[config.mk]
export PLATFORM = sky130hd
export DESIGN_NAME = generational_handle_slot_table
export DESIGN_NICKNAME = d
export VERILOG_FILES = /design/src/hdl/ghst_pkg.sv /design/src/hdl/ghst_datapath.sv /design/src/hdl/ghst_ctrl.sv /design/src/hdl/generational_handle_slot_table.sv
export SDC_FILE = /design/constraint.sdc
export NUM_CORES = 2
export LEC_CHECK = 0
export ABC_CLOCK_PERIOD_IN_PS = 6800
export BUFFER_PORTS_ARGS = -buffer_cell sky130_fd_sc_hd__buf_2
export CELL_PAD_IN_SITES_DETAIL_PLACEMENT = 1
export CELL_PAD_IN_SITES_GLOBAL_PLACEMENT = 1
export CORE_MARGIN = 3
export CORE_UTILIZATION = 50
export DETAILED_ROUTE_END_ITERATION = 8
export PLACE_DENSITY_LB_ADDON = 0.05
export SETUP_SLACK_MARGIN = 0.1
export SKIP_LAST_GASP = 1
export SLEW_MARGIN = 20
export SYNTH_ARGS = -nofsm -noshare
export SYNTH_HDL_FRONTEND = slang
export SYNTH_MEMORY_MAX_BITS = 65536
export SYNTH_SLANG_ARGS = --single-unit
[constraint.sdc]
create_clock -name clk_i -period 6.8 [get_ports clk_i]
set_input_delay 2.04 -clock clk_i [delete_from_list [all_inputs] [get_ports clk_i]]
set_output_delay 2.04 -clock clk_i [all_outputs]
set_load 0.01 [all_outputs]
[src/hdl/ghst_pkg.sv]
// Shared types, constants and helpers for the generational handle slot table.
// Used by the controller, the datapath and the top level; depends on nothing.
`default_nettype none

package ghst_pkg;

  localparam int SLOT_COUNT = 64;
  localparam int IDX_W      = $clog2(SLOT_COUNT);
  localparam int CNT_W      = $clog2(SLOT_COUNT + 1);
  localparam int GEN_W      = 32;
  localparam int TAG_W      = 32;
  localparam int OP_W       = 2;
  localparam int STAT_W     = 2;

  typedef enum logic [OP_W-1:0] {
    OP_ALLOC  = 2'd0,
    OP_FREE   = 2'd1,
    OP_LOOKUP = 2'd2,
    OP_INVAL  = 2'd3
  } op_e;

  typedef enum logic [STAT_W-1:0] {
    ST_OK    = 2'd0,
    ST_NULL  = 2'd1,
    ST_FULL  = 2'd2,
    ST_STALE = 2'd3
  } status_e;

  // Input transaction, last field in the lowest bits.
  typedef struct packed {
    logic [TAG_W-1:0] payload_tag;
    logic [GEN_W-1:0] handle_generation;
    logic [IDX_W-1:0] slot_index;
    op_e              opcode;
  } item_t;

  // Result transaction, last field in the lowest bits.
  typedef struct packed {
    logic [TAG_W-1:0] out_payload;
    logic [GEN_W-1:0] out_generation;
    logic [IDX_W-1:0] out_index;
    status_e          status;
  } result_t;

  localparam int ITEM_W   = $bits(item_t);
  localparam int RESULT_W = $bits(result_t);

  typedef struct packed {
    logic [GEN_W-1:0] gen;
    logic [TAG_W-1:0] tag;
  } slot_t;

  typedef enum logic [2:0] {
    S_IDLE,
    S_DECIDE,
    S_POP,
    S_CHECK,
    S_WALK_RD,
    S_WALK_WR
  } ctrl_state_e;

  typedef enum logic [1:0] {
    ADDR_ITEM = 2'd0,
    ADDR_POP  = 2'd1,
    ADDR_WALK = 2'd2
  } addr_sel_e;

  typedef enum logic [2:0] {
    WR_NONE        = 3'd0,
    WR_TAG         = 3'd1,
    WR_FRESH       = 3'd2,
    WR_RETIRE_ITEM = 3'd3,
    WR_RETIRE_WALK = 3'd4
  } wr_kind_e;

  typedef enum logic [1:0] {
    RES_NONE    = 2'd0,
    RES_HANDLE  = 2'd1,
    RES_FRESH   = 2'd2,
    RES_PAYLOAD = 2'd3
  } res_kind_e;

  typedef struct packed {
    logic      load_item;
    logic      pop;
    logic      slot_rd;
    addr_sel_e rd_sel;
    wr_kind_e  slot_wr;
    logic      walk_adv;
    logic      free_from_used;
    logic      res_load;
    status_e   res_status;
    res_kind_e res_kind;
  } dp_cmd_t;

  typedef struct packed {
    op_e  op;
    logic tag_null;
    logic gen_null;
    logic idx_bad;
    logic stack_empty;
    logic stack_full;
    logic table_full;
    logic gen_match;
    logic tag_match;
    logic walk_last;
    logic walk_none;
    logic out_free;
  } dp_stat_t;

  // Next generation, wrapping modulo 2^GEN_W and skipping zero.
  function automatic logic [GEN_W-1:0] advance_gen(input logic [GEN_W-1:0] g);
    logic [GEN_W-1:0] n;
    n = g + GEN_W'(1);
    return (n == '0) ? GEN_W'(1) : n;
  endfunction

endpackage

`default_nettype wire

[src/hdl/ghst_datapath.sv]
// Datapath of the handle table: slot and free-stack memories, counters,
// compares and the result register. Driven by ghst_ctrl; uses ghst_pkg.
`default_nettype none

module ghst_datapath (
  input  logic                           clk_i,
  input  logic                           rst_ni,
  input  logic [ghst_pkg::ITEM_W-1:0]    item_i,
  input  ghst_pkg::dp_cmd_t              cmd_i,
  output ghst_pkg::dp_stat_t             stat_o,
  input  logic                           m_ready_i,
  output logic                           m_valid_o,
  output logic [ghst_pkg::RESULT_W-1:0]  m_data_o
);
  import ghst_pkg::*;

  item_t            item_q;
  slot_t            slot_mem [SLOT_COUNT];
  slot_t            slot_rd_q;
  logic [IDX_W-1:0] stack_mem [SLOT_COUNT];
  logic [IDX_W-1:0] pop_idx_q;

  logic [CNT_W-1:0] used_q, used_d;
  logic [CNT_W-1:0] free_count_q, free_count_d;
  logic [IDX_W-1:0] walk_q, walk_d;
  logic             m_valid_q, m_valid_d;
  result_t          m_data_q, res_d;

  logic [IDX_W-1:0] rd_addr, wr_addr, pop_addr;
  logic             wr_en;
  slot_t            wr_data;
  logic             out_free;

  // Capture the accepted transaction.
  always_ff @(posedge clk_i) begin
    if (cmd_i.load_item) begin
      item_q <= item_t'(item_i);
    end
  end

  always_comb begin
    unique case (cmd_i.rd_sel)
      ADDR_ITEM: rd_addr = item_q.slot_index;
      ADDR_POP:  rd_addr = pop_idx_q;
      ADDR_WALK: rd_addr = walk_q;
      default:   rd_addr = item_q.slot_index;
    endcase
  end

  always_comb begin
    wr_en   = 1'b1;
    wr_addr = item_q.slot_index;
    wr_data = '0;
    unique case (cmd_i.slot_wr)
      WR_NONE: begin
        wr_en = 1'b0;
      end
      WR_TAG: begin
        wr_addr = pop_idx_q;
        wr_data = '{gen: slot_rd_q.gen, tag: item_q.payload_tag};
      end
      WR_FRESH: begin
        wr_addr = used_q[IDX_W-1:0];
        wr_data = '{gen: GEN_W'(1), tag: item_q.payload_tag};
      end
      WR_RETIRE_ITEM: begin
        wr_addr = item_q.slot_index;
        wr_data = '{gen: advance_gen(slot_rd_q.gen), tag: '0};
      end
      WR_RETIRE_WALK: begin
        wr_addr = walk_q;
        wr_data = '{gen: advance_gen(slot_rd_q.gen), tag: '0};
      end
      default: begin
        wr_en = 1'b0;
      end
    endcase
  end

  always_ff @(posedge clk_i) begin
    if (cmd_i.slot_rd) begin
      slot_rd_q <= slot_mem[rd_addr];
    end
    if (wr_en) begin
      slot_mem[wr_addr] <= wr_data;
    end
  end

  // Free stack: pop reads the top entry, retire writes push an index.
  assign pop_addr = IDX_W'(free_count_q - CNT_W'(1));

  always_ff @(posedge clk_i) begin
    if (cmd_i.pop) begin
      pop_idx_q <= stack_mem[pop_addr];
    end
    if (cmd_i.slot_wr == WR_RETIRE_ITEM) begin
      stack_mem[free_count_q[IDX_W-1:0]] <= item_q.slot_index;
    end else if (cmd_i.slot_wr == WR_RETIRE_WALK) begin
      stack_mem[walk_q] <= walk_q;
    end
  end

  always_comb begin
    free_count_d = free_count_q;
    if (cmd_i.free_from_used) begin
      free_count_d = used_q;
    end else if (cmd_i.pop) begin
      free_count_d = free_count_q - CNT_W'(1);
    end else if (cmd_i.slot_wr == WR_RETIRE_ITEM) begin
      free_count_d = free_count_q + CNT_W'(1);
    end
  end

  assign used_d = (cmd_i.slot_wr == WR_FRESH) ? used_q + CNT_W'(1) : used_q;

  always_comb begin
    walk_d = walk_q;
    if (cmd_i.load_item) begin
      walk_d = '0;
    end else if (cmd_i.walk_adv) begin
      walk_d = walk_q + IDX_W'(1);
    end
  end

  // Result register: hold until the receiver takes it.
  assign out_free = !m_valid_q || m_ready_i;

  always_comb begin
    res_d        = '0;
    res_d.status = cmd_i.res_status;
    unique case (cmd_i.res_kind)
      RES_NONE: begin
      end
      RES_HANDLE: begin
        res_d.out_index      = pop_idx_q;
        res_d.out_generation = slot_rd_q.gen;
      end
      RES_FRESH: begin
        res_d.out_index      = used_q[IDX_W-1:0];
        res_d.out_generation = GEN_W'(1);
      end
      RES_PAYLOAD: begin
        res_d.out_payload = slot_rd_q.tag;
      end
      default: begin
      end
    endcase
  end

  always_comb begin
    m_valid_d = m_valid_q;
    if (cmd_i.res_load) begin
      m_valid_d = 1'b1;
    end else if (m_ready_i) begin
      m_valid_d = 1'b0;
    end
  end

  always_ff @(posedge clk_i) begin
    if (cmd_i.res_load) begin
      m_data_q <= res_d;
    end
  end

  always_ff @(posedge clk_i or negedge rst_ni) begin
    if (!rst_ni) begin
      used_q       <= '0;
      free_count_q <= '0;
      walk_q       <= '0;
      m_valid_q    <= 1'b0;
    end else begin
      used_q       <= used_d;
      free_count_q <= free_count_d;
      walk_q       <= walk_d;
      m_valid_q    <= m_valid_d;
    end
  end

  assign m_valid_o = m_valid_q;
  assign m_data_o  = m_data_q;

  always_comb begin
    stat_o             = '0;
    stat_o.op          = item_q.opcode;
    stat_o.tag_null    = (item_q.payload_tag == '0);
    stat_o.gen_null    = (item_q.handle_generation == '0);
    stat_o.idx_bad     = ({1'b0, item_q.slot_index} >= used_q);
    stat_o.stack_empty = (free_count_q == '0);
    stat_o.stack_full  = (free_count_q == CNT_W'(SLOT_COUNT));
    stat_o.table_full  = (used_q == CNT_W'(SLOT_COUNT));
    stat_o.gen_match   = (slot_rd_q.gen == item_q.handle_generation);
    stat_o.tag_match   = (slot_rd_q.tag == item_q.payload_tag);
    stat_o.walk_last   = ({1'b0, walk_q} == used_q - CNT_W'(1));
    stat_o.walk_none   = (used_q == '0);
    stat_o.out_free    = out_free;
  end

`ifndef NO_ASSERTIONS
  a_free_le_used: assert property (@(posedge clk_i) disable iff (!rst_ni)
    free_count_q <= used_q)
    else $error("free count exceeds used slots");

  a_used_bound: assert property (@(posedge clk_i) disable iff (!rst_ni)
    used_q <= CNT_W'(SLOT_COUNT))
    else $error("used slots exceed table size");

  a_pop_nonempty: assert property (@(posedge clk_i) disable iff (!rst_ni)
    cmd_i.pop |-> free_count_q != '0)
    else $error("pop from empty free stack");

  a_res_no_overwrite: assert property (@(posedge clk_i) disable iff (!rst_ni)
    cmd_i.res_load |-> out_free)
    else $error("result overwrites a pending transaction");
`endif

endmodule

`default_nettype wire

[src/hdl/ghst_ctrl.sv]
// Controller state machine of the handle table: sequences reads, write-backs
// and the invalidate walk. Drives s_ready_o and the datapath; uses ghst_pkg.
`default_nettype none

module ghst_ctrl (
  input  logic               clk_i,
  input  logic               rst_ni,
  input  logic               s_valid_i,
  output logic               s_ready_o,
  input  ghst_pkg::dp_stat_t stat_i,
  output ghst_pkg::dp_cmd_t  cmd_o
);
  import ghst_pkg::*;

  ctrl_state_e state_q, state_d;

  always_ff @(posedge clk_i or negedge rst_ni) begin
    if (!rst_ni) begin
      state_q <= S_IDLE;
    end else begin
      state_q <= state_d;
    end
  end

  // Next state.
  always_comb begin
    state_d = state_q;
    unique case (state_q)
      S_IDLE: begin
        if (s_valid_i) state_d = S_DECIDE;
      end
      S_DECIDE: begin
        unique case (stat_i.op)
          OP_ALLOC: begin
            if (!stat_i.tag_null && !stat_i.stack_empty) begin
              state_d = S_POP;
            end else if (stat_i.out_free) begin
              state_d = S_IDLE;
            end
          end
          OP_FREE: begin
            if (!(stat_i.gen_null || stat_i.tag_null || stat_i.idx_bad ||
                  stat_i.stack_full)) begin
              state_d = S_CHECK;
            end else if (stat_i.out_free) begin
              state_d = S_IDLE;
            end
          end
          OP_LOOKUP: begin
            if (!(stat_i.gen_null || stat_i.idx_bad)) begin
              state_d = S_CHECK;
            end else if (stat_i.out_free) begin
              state_d = S_IDLE;
            end
          end
          OP_INVAL: begin
            if (!stat_i.walk_none) begin
              state_d = S_WALK_WR;
            end else if (stat_i.out_free) begin
              state_d = S_IDLE;
            end
          end
          default: state_d = S_IDLE;
        endcase
      end
      S_POP: begin
        state_d = S_CHECK;
      end
      S_CHECK: begin
        if (stat_i.out_free) state_d = S_IDLE;
      end
      S_WALK_RD: begin
        state_d = S_WALK_WR;
      end
      S_WALK_WR: begin
        if (!stat_i.walk_last) begin
          state_d = S_WALK_RD;
        end else if (stat_i.out_free) begin
          state_d = S_IDLE;
        end
      end
      default: state_d = S_IDLE;
    endcase
  end

  // Commands to the datapath.
  always_comb begin
    cmd_o     = '0;
    s_ready_o = 1'b0;
    unique case (state_q)
      S_IDLE: begin
        s_ready_o       = 1'b1;
        cmd_o.load_item = s_valid_i;
      end
      S_DECIDE: begin
        unique case (stat_i.op)
          OP_ALLOC: begin
            if (stat_i.tag_null) begin
              cmd_o.res_load   = stat_i.out_free;
              cmd_o.res_status = ST_NULL;
            end else if (!stat_i.stack_empty) begin
              cmd_o.pop = 1'b1;
            end else if (!stat_i.table_full) begin
              cmd_o.res_load   = stat_i.out_free;
              cmd_o.res_status = ST_OK;
              cmd_o.res_kind   = RES_FRESH;
              cmd_o.slot_wr    = stat_i.out_free ? WR_FRESH : WR_NONE;
            end else begin
              cmd_o.res_load   = stat_i.out_free;
              cmd_o.res_status = ST_FULL;
            end
          end
          OP_FREE: begin
            if (stat_i.gen_null || stat_i.tag_null || stat_i.idx_bad ||
                stat_i.stack_full) begin
              cmd_o.res_load   = stat_i.out_free;
              cmd_o.res_status = ST_NULL;
            end else begin
              cmd_o.slot_rd = 1'b1;
              cmd_o.rd_sel  = ADDR_ITEM;
            end
          end
          OP_LOOKUP: begin
            if (stat_i.gen_null || stat_i.idx_bad) begin
              cmd_o.res_load   = stat_i.out_free;
              cmd_o.res_status = ST_NULL;
            end else begin
              cmd_o.slot_rd = 1'b1;
              cmd_o.rd_sel  = ADDR_ITEM;
            end
          end
          OP_INVAL: begin
            if (stat_i.walk_none) begin
              cmd_o.res_load       = stat_i.out_free;
              cmd_o.free_from_used = stat_i.out_free;
              cmd_o.res_status     = ST_OK;
            end else begin
              cmd_o.slot_rd = 1'b1;
              cmd_o.rd_sel  = ADDR_WALK;
            end
          end
          default: begin
          end
        endcase
      end
      S_POP: begin
        cmd_o.slot_rd = 1'b1;
        cmd_o.rd_sel  = ADDR_POP;
      end
      S_CHECK: begin
        if (stat_i.out_free) begin
          cmd_o.res_load = 1'b1;
          unique case (stat_i.op)
            OP_ALLOC: begin
              cmd_o.slot_wr    = WR_TAG;
              cmd_o.res_status = ST_OK;
              cmd_o.res_kind   = RES_HANDLE;
            end
            OP_FREE: begin
              if (stat_i.gen_match && stat_i.tag_match) begin
                cmd_o.slot_wr    = WR_RETIRE_ITEM;
                cmd_o.res_status = ST_OK;
              end else begin
                cmd_o.res_status = ST_STALE;
              end
            end
            OP_LOOKUP: begin
              if (stat_i.gen_match) begin
                cmd_o.res_status = ST_OK;
                cmd_o.res_kind   = RES_PAYLOAD;
              end else begin
                cmd_o.res_status = ST_STALE;
              end
            end
            default: begin
              cmd_o.res_status = ST_OK;
            end
          endcase
        end
      end
      S_WALK_RD: begin
        cmd_o.slot_rd = 1'b1;
        cmd_o.rd_sel  = ADDR_WALK;
      end
      S_WALK_WR: begin
        if (!stat_i.walk_last) begin
          cmd_o.slot_wr  = WR_RETIRE_WALK;
          cmd_o.walk_adv = 1'b1;
        end else if (stat_i.out_free) begin
          cmd_o.slot_wr        = WR_RETIRE_WALK;
          cmd_o.free_from_used = 1'b1;
          cmd_o.res_load       = 1'b1;
          cmd_o.res_status     = ST_OK;
        end
      end
      default: begin
      end
    endcase
  end

endmodule

`default_nettype wire

[src/hdl/generational_handle_slot_table.sv]
// Top level of the generational handle slot table: stream ports, controller
// and datapath. Depends on ghst_pkg, ghst_ctrl and ghst_datapath.
//
// Usage:
//  - One request transaction enters on the s_axis group and yields exactly one
//    result transaction on the m_axis group, in order.
//  - Requests: allocate (payload tag), free (index, generation, tag), lookup
//    (index, generation) and invalidate-all.
//  - Steps per request, from the accepting cycle through the result load;
//    the next request can be accepted in the cycle after the result load:
//      rejected request or allocate of a never-used slot: decision and result
//      free, lookup: slot read, then compare and write-back
//      allocate from the free stack: stack pop, slot read, write-back
//      invalidate-all: read and write-back per used slot
//    One request is worked on at a time.
//  - s_axis_tready is high only while the controller is idle; a new request
//    can be accepted while the previous result still waits in the output
//    register.
//  - When the receiver stalls, the result is held and the controller stops
//    before its final write-back until the output register is free.
//  - Reset empties the table: no slot used, free stack empty, no result.
//    Slot contents are written before first use, so no clearing pass runs.
`default_nettype none

module generational_handle_slot_table (
  input  logic                          clk_i,
  input  logic                          rst_ni,
  input  logic                          s_axis_tvalid,
  output logic                          s_axis_tready,
  // opcode[1:0], slot_index[7:2], handle_generation[39:8], payload_tag[71:40]
  input  logic [ghst_pkg::ITEM_W-1:0]   s_axis_tdata,
  output logic                          m_axis_tvalid,
  input  logic                          m_axis_tready,
  // status[1:0], out_index[7:2], out_generation[39:8], out_payload[71:40]
  output logic [ghst_pkg::RESULT_W-1:0] m_axis_tdata
);
  import ghst_pkg::*;

  dp_cmd_t  cmd;
  dp_stat_t stat;

  ghst_ctrl u_ctrl (
    .clk_i     (clk_i),
    .rst_ni    (rst_ni),
    .s_valid_i (s_axis_tvalid),
    .s_ready_o (s_axis_tready),
    .stat_i    (stat),
    .cmd_o     (cmd)
  );

  ghst_datapath u_datapath (
    .clk_i     (clk_i),
    .rst_ni    (rst_ni),
    .item_i    (s_axis_tdata),
    .cmd_i     (cmd),
    .stat_o    (stat),
    .m_ready_i (m_axis_tready),
    .m_valid_o (m_axis_tvalid),
    .m_data_o  (m_axis_tdata)
  );

endmodule

`default_nettype wire
==> flow_metrics.tcl <==
set metrics [dict create \
    status "finished, final reports clean" \
    clockBufferDepth 4 \
    ios 150 \
    avgViaCountPerCell 6.49 \
    area_growth_pct 14.2 \
    drt_iter0_drc 12100 \
    syn_nets 8604 \
    worst_r2r_endpoint "u_datapath.slot_rd_q[2]" \
    synth_common_cells "edfxtp_1, mux4_2, clkbuf_1" \
    synth_top_area_share_pct 76.7 \
    r2r-start "u_datapath.used_q[0]" \
    antenna_found_initial 34 \
    holdPathEnd "u_datapath.m_data_o[68]" \
    cp.arrival_ps 7020 \
    wl_met3_um 40500 \
    max_slew_margin_pct 26.7 \
    synth_area_um2 184000 \
    irDropWorstVdd_v 0.000317 \
    avgSynthCellArea_um2 21.6 \
    numCtsBuffers 483 \
    ant_nets 0 \
    cts_tree "yes" \
    hold_class "reg -> reg" \
    rrSetupSlack_ps 490 \
    fin_crit_ps 6310 \
    skew_ps 60.1 \
    clock_sinks 4718 \
    setup_violations 0 \
    finalHoldViolations 0 \
    drcViolationCount 0 \
    finalNetCount 9166 \
    power.leakage_nw 64.6 \
    holdCritStartpoint "u_datapath.slot_rd_q[28]" \
    fmax_ghz 0.158 \
    drv_cap 0 \
    ff_latch_area_um2 142000 \
    worstRegToRegCells 18 \
    setup_ws_ps 490 \
    seq_area_frac_synth_pct 77.0 \
    multi_input_area_um2 41100 \
    cts_root_buf "clkbuf_16" \
    cts_resized 0 \
    coreArea_um2 364000 \
    fin_crit_sh_pct 92.8 \
    h-tree-depth 5 \
    fp-row-count 221 \
    wl_met1_um 222000 \
    worst_pin_slew_ps 1100 \
    finalWirelength_um 537000 \
    fillCellCount 30100 \
    initial_core_util_pct 50.5 \
    synth-edff-count 4694 \
    dp_hpwl_um 325000 \
    worstPathRequired_ps 7510 \
    crit_fanout 25 \
    worstSetupPathType "reg -> reg" \
    synth_cell_types 81 \
    yosysWarnings 0 \
    worstSkewPairLatency_ps 1000 \
    die_area_um2 375000 \
    final_util_pct 57.6 \
    ys_async_sr_fraction_pct 0.509 \
    rsz0062_at_grt "no" \
    highest_layer "met5" \
    grt_pass1_wl_um 754000 \
    routedWlPerCell_um 37.6 \
    clk_pin_slew_ps 60 \
    grt_usage_pct 28.7 \
    fp.dieW_um 612 \
    synth_area_leaders "edfxtp_1, mux4_2, mux2i_1, a211oi_1, nor2b_1" \
    firstDrtPassIters 6 \
    cp-start-kind "register" \
    port_buffers 149 \
    yosys_most_used_dff "edfxtp_1" \
    met2WireLength_um 261000 \
    min_path_cells 1 \
    via_count 92600 \
    yosysTopAreaCell "edfxtp_1" \
    dp_slack_ps 464 \
    final_layout_size_suffix_gt1_share_pct 27.4 \
    postSynthCellCount 8506 \
    overflow 0 \
    grt_pass1_vias 95300 \
    ys_seq_elements 4718 \
    end_kind "register" \
    synth.most_common_cell "edfxtp_1" \
    slew_viol_final 0 \
    grt_max_degree 78 \
    die_y_um 612 \
    p_per_area_nw_per_um2 428 \
    gp_congestion 0.831 \
]
[layout by cell type, fill, tap and decap left out, types with 9 or more instances in the layout]
cell and instances:
o21ai_4 22, clkinvlp_4 25, nand3_2 14, nand4_1 27, inv_6 13, or3_1 9
clkinv_2 84, o21ai_0 44, nor2b_1 270, mux4_2 1150, clkbuf_16 491, and3_1 13
nand2_1 165, mux2i_1 261, ha_1 20, xor2_1 77, buf_2 149, inv_1 30
nor4_1 34, buf_12 99, nor2_4 70, xnor2_1 22, and2_1 85, and2_4 14
dfrtp_1 23, a21oi_1 278, a22oi_1 145, buf_4 318, nor3_1 22, clkinv_1 114
a211oi_1 257, a31oi_1 11, nor2_1 93, nand3_1 28, edfxtp_1 4694, bufinv_16 63
clkbuf_1 84, nand2b_1 15
[what timing repair did]
action	4_1_cts	5_1_grt
hold buffers	0	0
endpoints found under the setup margin	0	1
setup buffers	0	0
[routing by layer]
layer  vias to the layer above  track usage (%)
li1                      36800                -
met5                         -                0
met1                     51000             41.9
met3                       656             3.95
met4                         6             7.10
met2                      4101             46.1
[flip-flops by register name, summed over array words and instances, names as in the netlist]
name	count
u_datapath.pop_idx_q	6
u_datapath.m_data_o	72
u_datapath.item_q	70
u_datapath.slot_rd_q	64
u_datapath.stack_mem	384
u_datapath.slot_mem	4096
u_datapath.free_count_q	7
u_datapath.walk_q	6
u_ctrl.state_q	3
u_datapath.m_valid_o	1
u_datapath.stat_o	2
u_datapath.used_q	7
[through the flow]
step	instances	total power [mW]	area [um2]	TNS [ps]	hold WS (ps)
final	14300	89.9	210000	0	649
after CTS	14300	90.6	210000	0	650
after global routing	14300	93.0	210000	0	654
after global placement	13400	63.7	194000	0	631
after detailed placement	13400	63.9	194000	0	631
after floorplan	8506	52.3	184000	-1680810	547
[worst max-delay path, stage by stage, from the launching register on]
cell      delay (ps)
dfrtp_1          680
inv_1            190
ha_1             250
nand3_1          120
o21a_1           170
a31oi_1          120
nor2_1           170
inv_1             90
ha_1             560
o21ai_4          850
buf_12           310
buf_12           300
buf_4            460
mux4_2           620
nor2b_1          220
a211oi_1         250
a21oi_1           80
a22oi_1          460
nand2_1          110
[worst max path at each step]
stage / endpoint / cells past startpoint / from / slack [ps]
6_report: u_datapath.slot_rd_q[2] / 18 / u_datapath.used_q[0] / 490
3_3_place_gp: u_datapath.slot_rd_q[12] / 19 / u_datapath.used_q[0] / 530
5_1_grt: u_datapath.slot_rd_q[52] / 18 / u_datapath.used_q[0] / 110
3_5_place_dp: u_datapath.slot_rd_q[12] / 19 / u_datapath.used_q[0] / 460
2_1_floorplan: u_datapath.slot_mem[38][0] / 12 / m_axis_tready / -380
4_1_cts: u_datapath.slot_rd_q[12] / 19 / u_datapath.used_q[0] / 460
[layout make-up]
class / count / area share (%)
Tap cell: 4794 / 2.86
Timing Repair Buffer: 570 / 2.49
Antenna cell: 5 / 0.00596
Sequential cell: 4718 / 67.4
Multi-Input combinational cell: 3265 / 19.6
Clock buffer: 580 / 6.04
Inverter: 30 / 0.0536
Clock inverter: 313 / 1.54
[cells by family after synthesis]
logic type,share of synthesized area (%)
AOI/OAI and AO/OA,2.92
xor gates and xnor gates,0.494
adders and majority gates,0.150
buffers and inverters,1.17
DFF,77.0
muxes,15.5
and+or+nand+nor,2.69
[where the power goes]
| group | switching [mW] | internal, mW |
|---|---|---|
| Combinational | 16.9 | 11.4 |
| Sequential | 1.11 | 33.7 |
| Clock | 11.2 | 15.6 |
No activity file was read; power rests on OpenSTA's default activity.
